`src/design/bdrl_pkg.sv`:
```
// ----------------------------------------------------------------------------
// bdrl_pkg
// Types and constants shared by the button debouncer lanes, merge and top.
// ----------------------------------------------------------------------------
`timescale 1ns / 1ps
`default_nettype none

package bdrl_pkg;

  localparam int TIME_W          = 32;
  localparam int REG_W           = 16;
  localparam int FIELD_W         = 4;
  localparam int CFG_IDX_W       = 8;
  localparam int DEF_NUM_BUTTONS = 4;

  // register reset values
  localparam logic [REG_W-1:0] RST_DEBOUNCE  = 16'd30;
  localparam logic [REG_W-1:0] RST_REP_INIT  = 16'd400;
  localparam logic [REG_W-1:0] RST_REP_EVERY = 16'd120;
  localparam logic [REG_W-1:0] RST_LONG      = 16'd1500;

  // register indexes
  typedef enum logic [CFG_IDX_W-1:0] {
    REG_DEBOUNCE  = 8'd0,
    REG_REP_INIT  = 8'd1,
    REG_REP_EVERY = 8'd2,
    REG_LONG      = 8'd3
  } reg_idx_t;

  typedef struct packed {
    logic [TIME_W-1:0]  now_ms;
    logic [FIELD_W-1:0] raw_levels;
  } in_word_t;

  typedef struct packed {
    logic [FIELD_W-1:0] pressed_events;
    logic [FIELD_W-1:0] long_events;
    logic [FIELD_W-1:0] down_levels;
  } out_word_t;

  typedef struct packed {
    logic [REG_W-1:0] debounce_ms;
    logic [REG_W-1:0] repeat_initial_ms;
    logic [REG_W-1:0] repeat_every_ms;
    logic [REG_W-1:0] long_ms;
  } cfg_t;

  // per-button findings handed from a lane to the merge stage
  typedef struct packed {
    logic press_ev;
    logic long_ev;
    logic down;
  } lane_res_t;

endpackage

`default_nettype wire

```
`src/design/bdrl_lane.sv`:
```
// ----------------------------------------------------------------------------
// bdrl_lane
// One button: debounce lockout, press/release tracking, and either
// auto-repeat (ordinary buttons) or a one-shot long press (last button).
// ----------------------------------------------------------------------------
`timescale 1ns / 1ps
`default_nettype none

module bdrl_lane #(
  parameter bit IS_LAST = 1'b0
) (
  input  wire logic                          clk,
  input  wire logic                          rst,
  input  wire logic                          step,
  input  wire logic [bdrl_pkg::TIME_W-1:0]   now_ms,
  input  wire logic                          lvl,
  input  wire bdrl_pkg::cfg_t                cfg,
  output bdrl_pkg::lane_res_t                res
);
  import bdrl_pkg::*;

  logic              stable;
  logic [TIME_W-1:0] last_chg;
  logic [TIME_W-1:0] since_chg;
  logic              chg;
  logic              press_acc;
  logic              rel_acc;
  logic              stable_next;

  // debounce: level differs and lockout has expired
  assign since_chg   = now_ms - last_chg;
  assign chg         = (lvl != stable) &&
                       (since_chg > {{(TIME_W-REG_W){1'b0}}, cfg.debounce_ms});
  assign press_acc   = chg && stable;
  assign rel_acc     = chg && !stable;
  assign stable_next = chg ? lvl : stable;

  always_ff @(posedge clk) begin
    if (rst) begin
      stable   <= 1'b1;
      last_chg <= '0;
    end else if (step && chg) begin
      stable   <= lvl;
      last_chg <= now_ms;
    end
  end

  generate
    if (IS_LAST) begin : g_long
      logic [TIME_W-1:0] down_since;
      logic              long_done;
      logic [TIME_W-1:0] held;
      logic              long_hit;

      // on the press tick the hold time is zero, so only long_ms of zero fires
      assign held     = now_ms - down_since;
      assign long_hit = !stable_next && (press_acc ?
                          ((now_ms != '0) && (cfg.long_ms == '0)) :
                          (!long_done && (down_since != '0) &&
                           (held >= {{(TIME_W-REG_W){1'b0}}, cfg.long_ms})));

      always_ff @(posedge clk) begin
        if (rst) begin
          down_since <= '0;
          long_done  <= 1'b0;
        end else if (step) begin
          if (press_acc) begin
            down_since <= now_ms;
          end else if (rel_acc) begin
            down_since <= '0;
          end
          if (long_hit) begin
            long_done <= 1'b1;
          end else if (press_acc) begin
            long_done <= 1'b0;
          end
        end
      end

      assign res.press_ev = press_acc && !long_hit;
      assign res.long_ev  = long_hit;
    end else begin : g_repeat
      logic [TIME_W-1:0] next_rep;
      logic [TIME_W-1:0] late;
      logic              due;
      logic [TIME_W-1:0] rep_sum;

      // repeat due when now - next_rep is non-negative (signed view);
      // on the press tick next_rep would be now + initial delay
      assign late    = now_ms - next_rep;
      assign due     = !stable_next && (press_acc ?
                         ((cfg.repeat_initial_ms == '0) && (now_ms != '0)) :
                         ((next_rep != '0) && !late[TIME_W-1]));
      assign rep_sum = now_ms + {{(TIME_W-REG_W){1'b0}},
                         (due ? cfg.repeat_every_ms : cfg.repeat_initial_ms)};

      always_ff @(posedge clk) begin
        if (rst) begin
          next_rep <= '0;
        end else if (step) begin
          if (due || press_acc) begin
            next_rep <= rep_sum;
          end else if (rel_acc) begin
            next_rep <= '0;
          end
        end
      end

      assign res.press_ev = press_acc || due;
      assign res.long_ev  = 1'b0;
    end
  endgenerate

  assign res.down = !stable_next;

endmodule

`default_nettype wire

```
`src/design/bdrl_merge.sv`:
```
// ----------------------------------------------------------------------------
// bdrl_merge
// Gathers the lane findings into one result word and holds it in the
// output register until the receiver takes it.
// ----------------------------------------------------------------------------
`timescale 1ns / 1ps
`default_nettype none

module bdrl_merge #(
  parameter int NUM_BUTTONS = bdrl_pkg::DEF_NUM_BUTTONS
) (
  input  wire logic                                   clk,
  input  wire logic                                   rst,
  input  wire logic                                   step,
  input  wire bdrl_pkg::lane_res_t [NUM_BUTTONS-1:0]  lane_res,
  output logic                                        take,
  output logic                                        out_valid,
  input  wire logic                                   out_ready,
  output bdrl_pkg::out_word_t                         out_data
);
  import bdrl_pkg::*;

  out_word_t word_next;

  // output register may load when empty or being drained this cycle
  assign take = !out_valid || out_ready;

  // buttons beyond the field width are dropped; missing buttons read zero
  genvar i;
  generate
    for (i = 0; i < FIELD_W; i++) begin : g_bit
      if (i < NUM_BUTTONS) begin : g_on
        assign word_next.pressed_events[i] = lane_res[i].press_ev;
        assign word_next.long_events[i]    = lane_res[i].long_ev;
        assign word_next.down_levels[i]    = lane_res[i].down;
      end else begin : g_off
        assign word_next.pressed_events[i] = 1'b0;
        assign word_next.long_events[i]    = 1'b0;
        assign word_next.down_levels[i]    = 1'b0;
      end
    end
  endgenerate

  always_ff @(posedge clk) begin
    if (rst) begin
      out_valid <= 1'b0;
    end else if (step) begin
      out_valid <= 1'b1;
    end else if (out_ready) begin
      out_valid <= 1'b0;
    end
  end

  always_ff @(posedge clk) begin
    if (step) begin
      out_data <= word_next;
    end
  end

endmodule

`default_nettype wire

```
`src/design/button_debounce_repeat_longpress.sv`:
```
// ----------------------------------------------------------------------------
// button_debounce_repeat_longpress
// Debouncer for NUM_BUTTONS active-low buttons with auto-repeat and a long
// press on the last button.
//
// Input channel (in_valid/in_ready/in_data): one word per update tick with
// the current ms time and the raw button levels. Output channel
// (out_valid/out_ready/out_data): exactly one result word per input word,
// with press/repeat events, long-press events and debounced levels.
// Config channel (cfg_valid/cfg_ready/cfg_index/cfg_data): always ready;
// writes to index 0..3 set debounce, initial repeat delay, repeat interval
// and long-press time. Other indexes are ignored.
// Result: registered; it appears in the cycle after the input word is accepted.
// Throughput: one word per cycle while out_ready is high; every button has
// its own lane, so the tick rate is bounded only by the single output register.
// Reset: all buttons released, all times cleared, registers to defaults.
// Stall: while a result waits and out_ready is low, in_ready is low; the
// next word is taken in the same cycle the waiting result is taken.
// ----------------------------------------------------------------------------
`timescale 1ns / 1ps
`default_nettype none

module button_debounce_repeat_longpress #(
  parameter int NUM_BUTTONS = bdrl_pkg::DEF_NUM_BUTTONS
) (
  input  wire logic                              clk,
  input  wire logic                              rst,
  input  wire logic                              in_valid,
  output logic                                   in_ready,
  input  wire bdrl_pkg::in_word_t                in_data,
  output logic                                   out_valid,
  input  wire logic                              out_ready,
  output bdrl_pkg::out_word_t                    out_data,
  input  wire logic                              cfg_valid,
  output logic                                   cfg_ready,
  input  wire logic [bdrl_pkg::CFG_IDX_W-1:0]    cfg_index,
  input  wire logic [bdrl_pkg::REG_W-1:0]        cfg_data
);
  import bdrl_pkg::*;

  cfg_t                        cfg;
  logic                        step;
  logic                        take;
  lane_res_t [NUM_BUTTONS-1:0] lane_res;

  assign cfg_ready = 1'b1;
  assign in_ready  = take;
  assign step      = in_valid && take;

  // configuration registers
  always_ff @(posedge clk) begin
    if (rst) begin
      cfg.debounce_ms       <= RST_DEBOUNCE;
      cfg.repeat_initial_ms <= RST_REP_INIT;
      cfg.repeat_every_ms   <= RST_REP_EVERY;
      cfg.long_ms           <= RST_LONG;
    end else if (cfg_valid) begin
      unique case (cfg_index)
        REG_DEBOUNCE:  cfg.debounce_ms       <= cfg_data;
        REG_REP_INIT:  cfg.repeat_initial_ms <= cfg_data;
        REG_REP_EVERY: cfg.repeat_every_ms   <= cfg_data;
        REG_LONG:      cfg.long_ms           <= cfg_data;
        default:       ;
      endcase
    end
  end

  // one lane per button; buttons past the field read as pressed
  genvar b;
  generate
    for (b = 0; b < NUM_BUTTONS; b++) begin : g_lane
      logic lvl;
      if (b < FIELD_W) begin : g_lvl
        assign lvl = in_data.raw_levels[b];
      end else begin : g_lvl0
        assign lvl = 1'b0;
      end

      bdrl_lane #(
        .IS_LAST (b == NUM_BUTTONS - 1)
      ) u_lane (
        .clk    (clk),
        .rst    (rst),
        .step   (step),
        .now_ms (in_data.now_ms),
        .lvl    (lvl),
        .cfg    (cfg),
        .res    (lane_res[b])
      );
    end
  endgenerate

  bdrl_merge #(
    .NUM_BUTTONS (NUM_BUTTONS)
  ) u_merge (
    .clk       (clk),
    .rst       (rst),
    .step      (step),
    .lane_res  (lane_res),
    .take      (take),
    .out_valid (out_valid),
    .out_ready (out_ready),
    .out_data  (out_data)
  );

endmodule

`default_nettype wire

```
`config.mk`:
```
export PLATFORM = sky130hd
export DESIGN_NAME = button_debounce_repeat_longpress
export DESIGN_NICKNAME = d
export VERILOG_FILES = /design/src/design/bdrl_pkg.sv /design/src/design/bdrl_lane.sv /design/src/design/bdrl_merge.sv /design/src/design/button_debounce_repeat_longpress.sv
export SDC_FILE = /design/constraint.sdc
export NUM_CORES = 1
export LEC_CHECK = 0
export BUFFER_PORTS_ARGS = -buffer_cell sky130_fd_sc_hd__buf_2
export CAP_MARGIN = 20
export CORE_MARGIN = 4
export CORE_UTILIZATION = 57
export CTS_CLUSTER_SIZE = 16
export DETAILED_ROUTE_END_ITERATION = 16
export PLACE_DENSITY = 0.74
export SKIP_CTS_REPAIR_TIMING = 1
export SLEW_MARGIN = 20
export SYNTH_ARGS = -nofsm -noshare
export SYNTH_HDL_FRONTEND = slang
export SYNTH_SLANG_ARGS = --single-unit
```
`constraint.sdc`:
```
create_clock -name clk -period 13.6 [get_ports clk]
set_clock_uncertainty 0.1 [all_clocks]
set_input_delay 2.04 -clock clk [delete_from_list [all_inputs] [get_ports clk]]
set_output_delay 2.04 -clock clk [all_outputs]
set_load 0.02 [all_outputs]
```
==> out/results.ini <==
[outcome]
status=complete, no violations

[floorplanning]
rows=84
start_util_pct=57.8
die_area_mm2=0.0573
fp.dieH_um=239
coreArea_mm2=0.0528
num_io_pins=80
die_w_um=239

[power_and_ir_drop]
p_leak_uw=0.0132
p_per_area_mw_per_mm2=102
vdd_ir_drop_max_v=0.000108

[sta]
rsz0062_at_grt=no
fmax_mhz=87.4
tns_ns=0
worst_slew_pin_slew_ns=1.19
fin_crit_ns=11.44
hold_viol_final=0
fin_crit_sh_pct=84.1
drv_slew=0
holdWs_ns=0.355
finalWorstSetupSlack_ns=2.16
setup_viol=0
maxSlewHeadroom_pct=20.0

[clocking]
cts_sinks=335
cts_root_buf=clkbuf_16
clk_pin_slew_ns=0.06
cts_tree=built
numCtsBuffers=42
clockBufferDepth=3
clock_latency_ns=0.59
h-tree-depth=2

[synthesis]
yosysSeqAreaShare_pct=22.3
synth_cell_types=96
synth_warnings=0
synthCells=3944
syn_area_mm2=0.0305
ys_ff_latch=335
syn_avg_cell_area_um2=7.73
synthArstFlopShare_pct=0
ys.flop_type=dfxtp_1
synth_edf_count=9

[hold_path]
worstHoldStart=g_lane[3].u_lane.last_chg[5]
min_path_type=flip-flop to flip-flop
holdPathStages=2

[run]
cap_violations=0

[drt]
routedWlPerCell_um=21.7
wl_met2_mm=42.1
dr.pass1.iters=6
drt-met1-wl_mm=43.4
via_per_inst=6.43
drt_wl_total_mm=101
wl_met3_mm=10.5
route.detailed.drc=0
vias=29959
drtAntennaViolNets=0
first_iter_violations=2759
top_layer=met4

[critical_path]
critPathKind=input pin to flip-flop
rr_worst_depth=31
r2r_slack_ns=3.67
cp_slowest_cell=o31ai_2
cp-startpoint=in_data[6]
cpPeakStageDelay_ns=1.00
critPathCapture=g_lane[2].u_lane.g_repeat.next_rep[29]
r2r-end=g_lane[2].u_lane.g_repeat.next_rep[29]
cp.required_ns=13.92
path_max_fanout=17
crit-reg2reg-launch=g_lane[2].u_lane.last_chg[1]
cp-start-kind=input pin
worstSetupEndpointType=flip-flop
crit_arrival_ns=11.76

[final_layout]
multi_input_area_mm2=0.0217
stdcell_area_mm2=0.0329
seq_area_mm2=0.00680
final_net_count=4392
area_growth_pct=7.99
post-route-util_pct=62.4
drive_gt1_share_pct=7.29
fill_cells=4886

[grt]
grt_pass1_wl_mm=156
grtUsageTotal_pct=34.1
antenna_found_initial=1
grt_start_max_net_pins=97
grt-ovfl-total=0
grt_pass1_vias=27351

[placement]
io_buffers=75
dpl_cell_area_mm2=0.0314
dp_hpwl_mm=73.7
globalplace.congestion=1.00
place_ws_ns=1.90

[per-layer routing]
| metal | up-vias | global-route usage, % |
|---|---|---|
| met5 | - | 0 |
| met2 | 1392 | 51.0 |
| li1 | 14297 | - |
| met1 | 13968 | 47.9 |
| met3 | 302 | 6.91 |
| met4 | 0 | 14.8 |
[worst min path at each step]
stage | to | slack (ns)
detailed placement | g_lane[3].u_lane.last_chg[16] | 0.35
CTS | g_lane[3].u_lane.last_chg[5] | 0.36
global route | g_lane[3].u_lane.last_chg[12] | 0.37
finish | g_lane[3].u_lane.last_chg[5] | 0.35
global placement | g_lane[3].u_lane.last_chg[4] | 0.34
floorplan | g_lane[3].u_lane.last_chg[10] | 0.33
[layout make-up]
cell class                 instances  share of cell area, %
clock buffer                      55                   3.75
tap                              688                   2.61
multi-input combinational       3067                   65.7
timing repair buffer             131                   2.44
sequential                       335                   20.6
clock inverter                    21                  0.726
inverter                         357                   4.08
antenna                            2                 0.0152
[logic make-up (layout without fill, tap and decap cells)]
logic type / Yosys count / after routing / synth area share [%]
and+or+nand+nor: 1251 / 1251 / 19.7
AOI/OAI and AO/OA: 1051 / 1051 / 23.1
buffers and inverters: 544 / 564 / 6.98
adders and majority gates: 393 / 393 / 16.3
DFF: 335 / 335 / 22.3
xor gates and xnor gates: 186 / 186 / 5.34
muxes: 182 / 182 / 6.21
other: 2 / 6 / 0.0246
[synthesized netlist by cell type, types with 9 or more instances]
library cell	count	area share [%]
and3_1	25	0.51
nor3_1	69	1.1
ha_1	385	16
o31a_1	9	0.26
nand2b_1	29	0.59
xnor2_1	115	3.3
nor2b_1	35	0.72
o211ai_1	47	1.2
clkbuf_1	139	1.7
a31o_2	9	0.26
mux2_2	25	0.92
buf_1	14	0.17
a21oi_1	313	5.1
o21a_1	40	0.98
and4_1	12	0.34
a211oi_1	30	0.74
nand2_1	412	5.1
or3_1	22	0.45
o2bb2ai_1	63	1.8
o32ai_1	34	0.98
o31ai_1	14	0.34
nand3_1	160	2.6
xor2_1	71	2.0
dfxtp_1	326	21
inv_1	356	4.4
mux2i_1	149	4.9
and2_1	20	0.41
a21o_1	105	2.6
buf_2	26	0.43
nor4_1	66	1.4
o21bai_1	25	0.62
nor2_1	242	3.0
o21ai_0	178	2.9
edfxtp_1	9	0.89
a2111oi_0	14	0.40
nand4_1	110	2.3
o22ai_1	12	0.25
o2111ai_1	9	0.26
a211o_1	13	0.37
a31oi_1	26	0.53
[sequential cells by signal, summed over array words and instances (netlist names)]
signal,flops
cfg,64
g_lane.u_lane.stable,4
u_merge.out_valid,1
u_merge.out_data,9
g_lane.u_lane.g_repeat.next_rep,96
g_lane.u_lane.g_long.long_done,1
g_lane.u_lane.g_long.down_since,32
g_lane.u_lane.last_chg,128
[through the flow]
stage / total power [uW] / std cells
2_1_floorplan: 1850 / 3946
3_3_place_gp: 2120 / 4578
3_5_place_dp: 2130 / 4578
4_1_cts: 3340 / 4654
5_1_grt: 3520 / 4655
6_report: 3350 / 4656
[power by group]
part	total (uW)	internal, uW	leakage [uW]	switching, uW
registers	1070	1040	0.00274	35.5
clock network	1200	719	0.000723	485
logic	1080	414	0.00971	664
total	3350	2170	0.0132	1180
[layout by cell type, fill, tap and decap left out, types with 74 or more instances in the layout]
master / synthesis / routed
a21oi_1: 313 / 313
o21ai_0: 178 / 178
mux2i_1: 149 / 149
a21o_1: 105 / 105
nand3_1: 160 / 160
ha_1: 385 / 385
inv_1: 356 / 355
dfxtp_1: 326 / 326
xnor2_1: 115 / 115
buf_2: 26 / 74
nor2_1: 242 / 241
nand2_1: 412 / 410
nand4_1: 110 / 110
[critical path, delay by kind of cell]
kind / cells / cell delay [ns]
AND/OR/NAND/NOR: 10 / 2.66
XOR/XNOR: 2 / 0.39
buffers and inverters: 1 / 0.45
AO/OA/AOI/OAI: 14 / 4.86
multiplexers: 1 / 0.42
adder cells (fa/ha/maj): 3 / 0.88
Note: power is estimated with default switching activity, not from simulation.
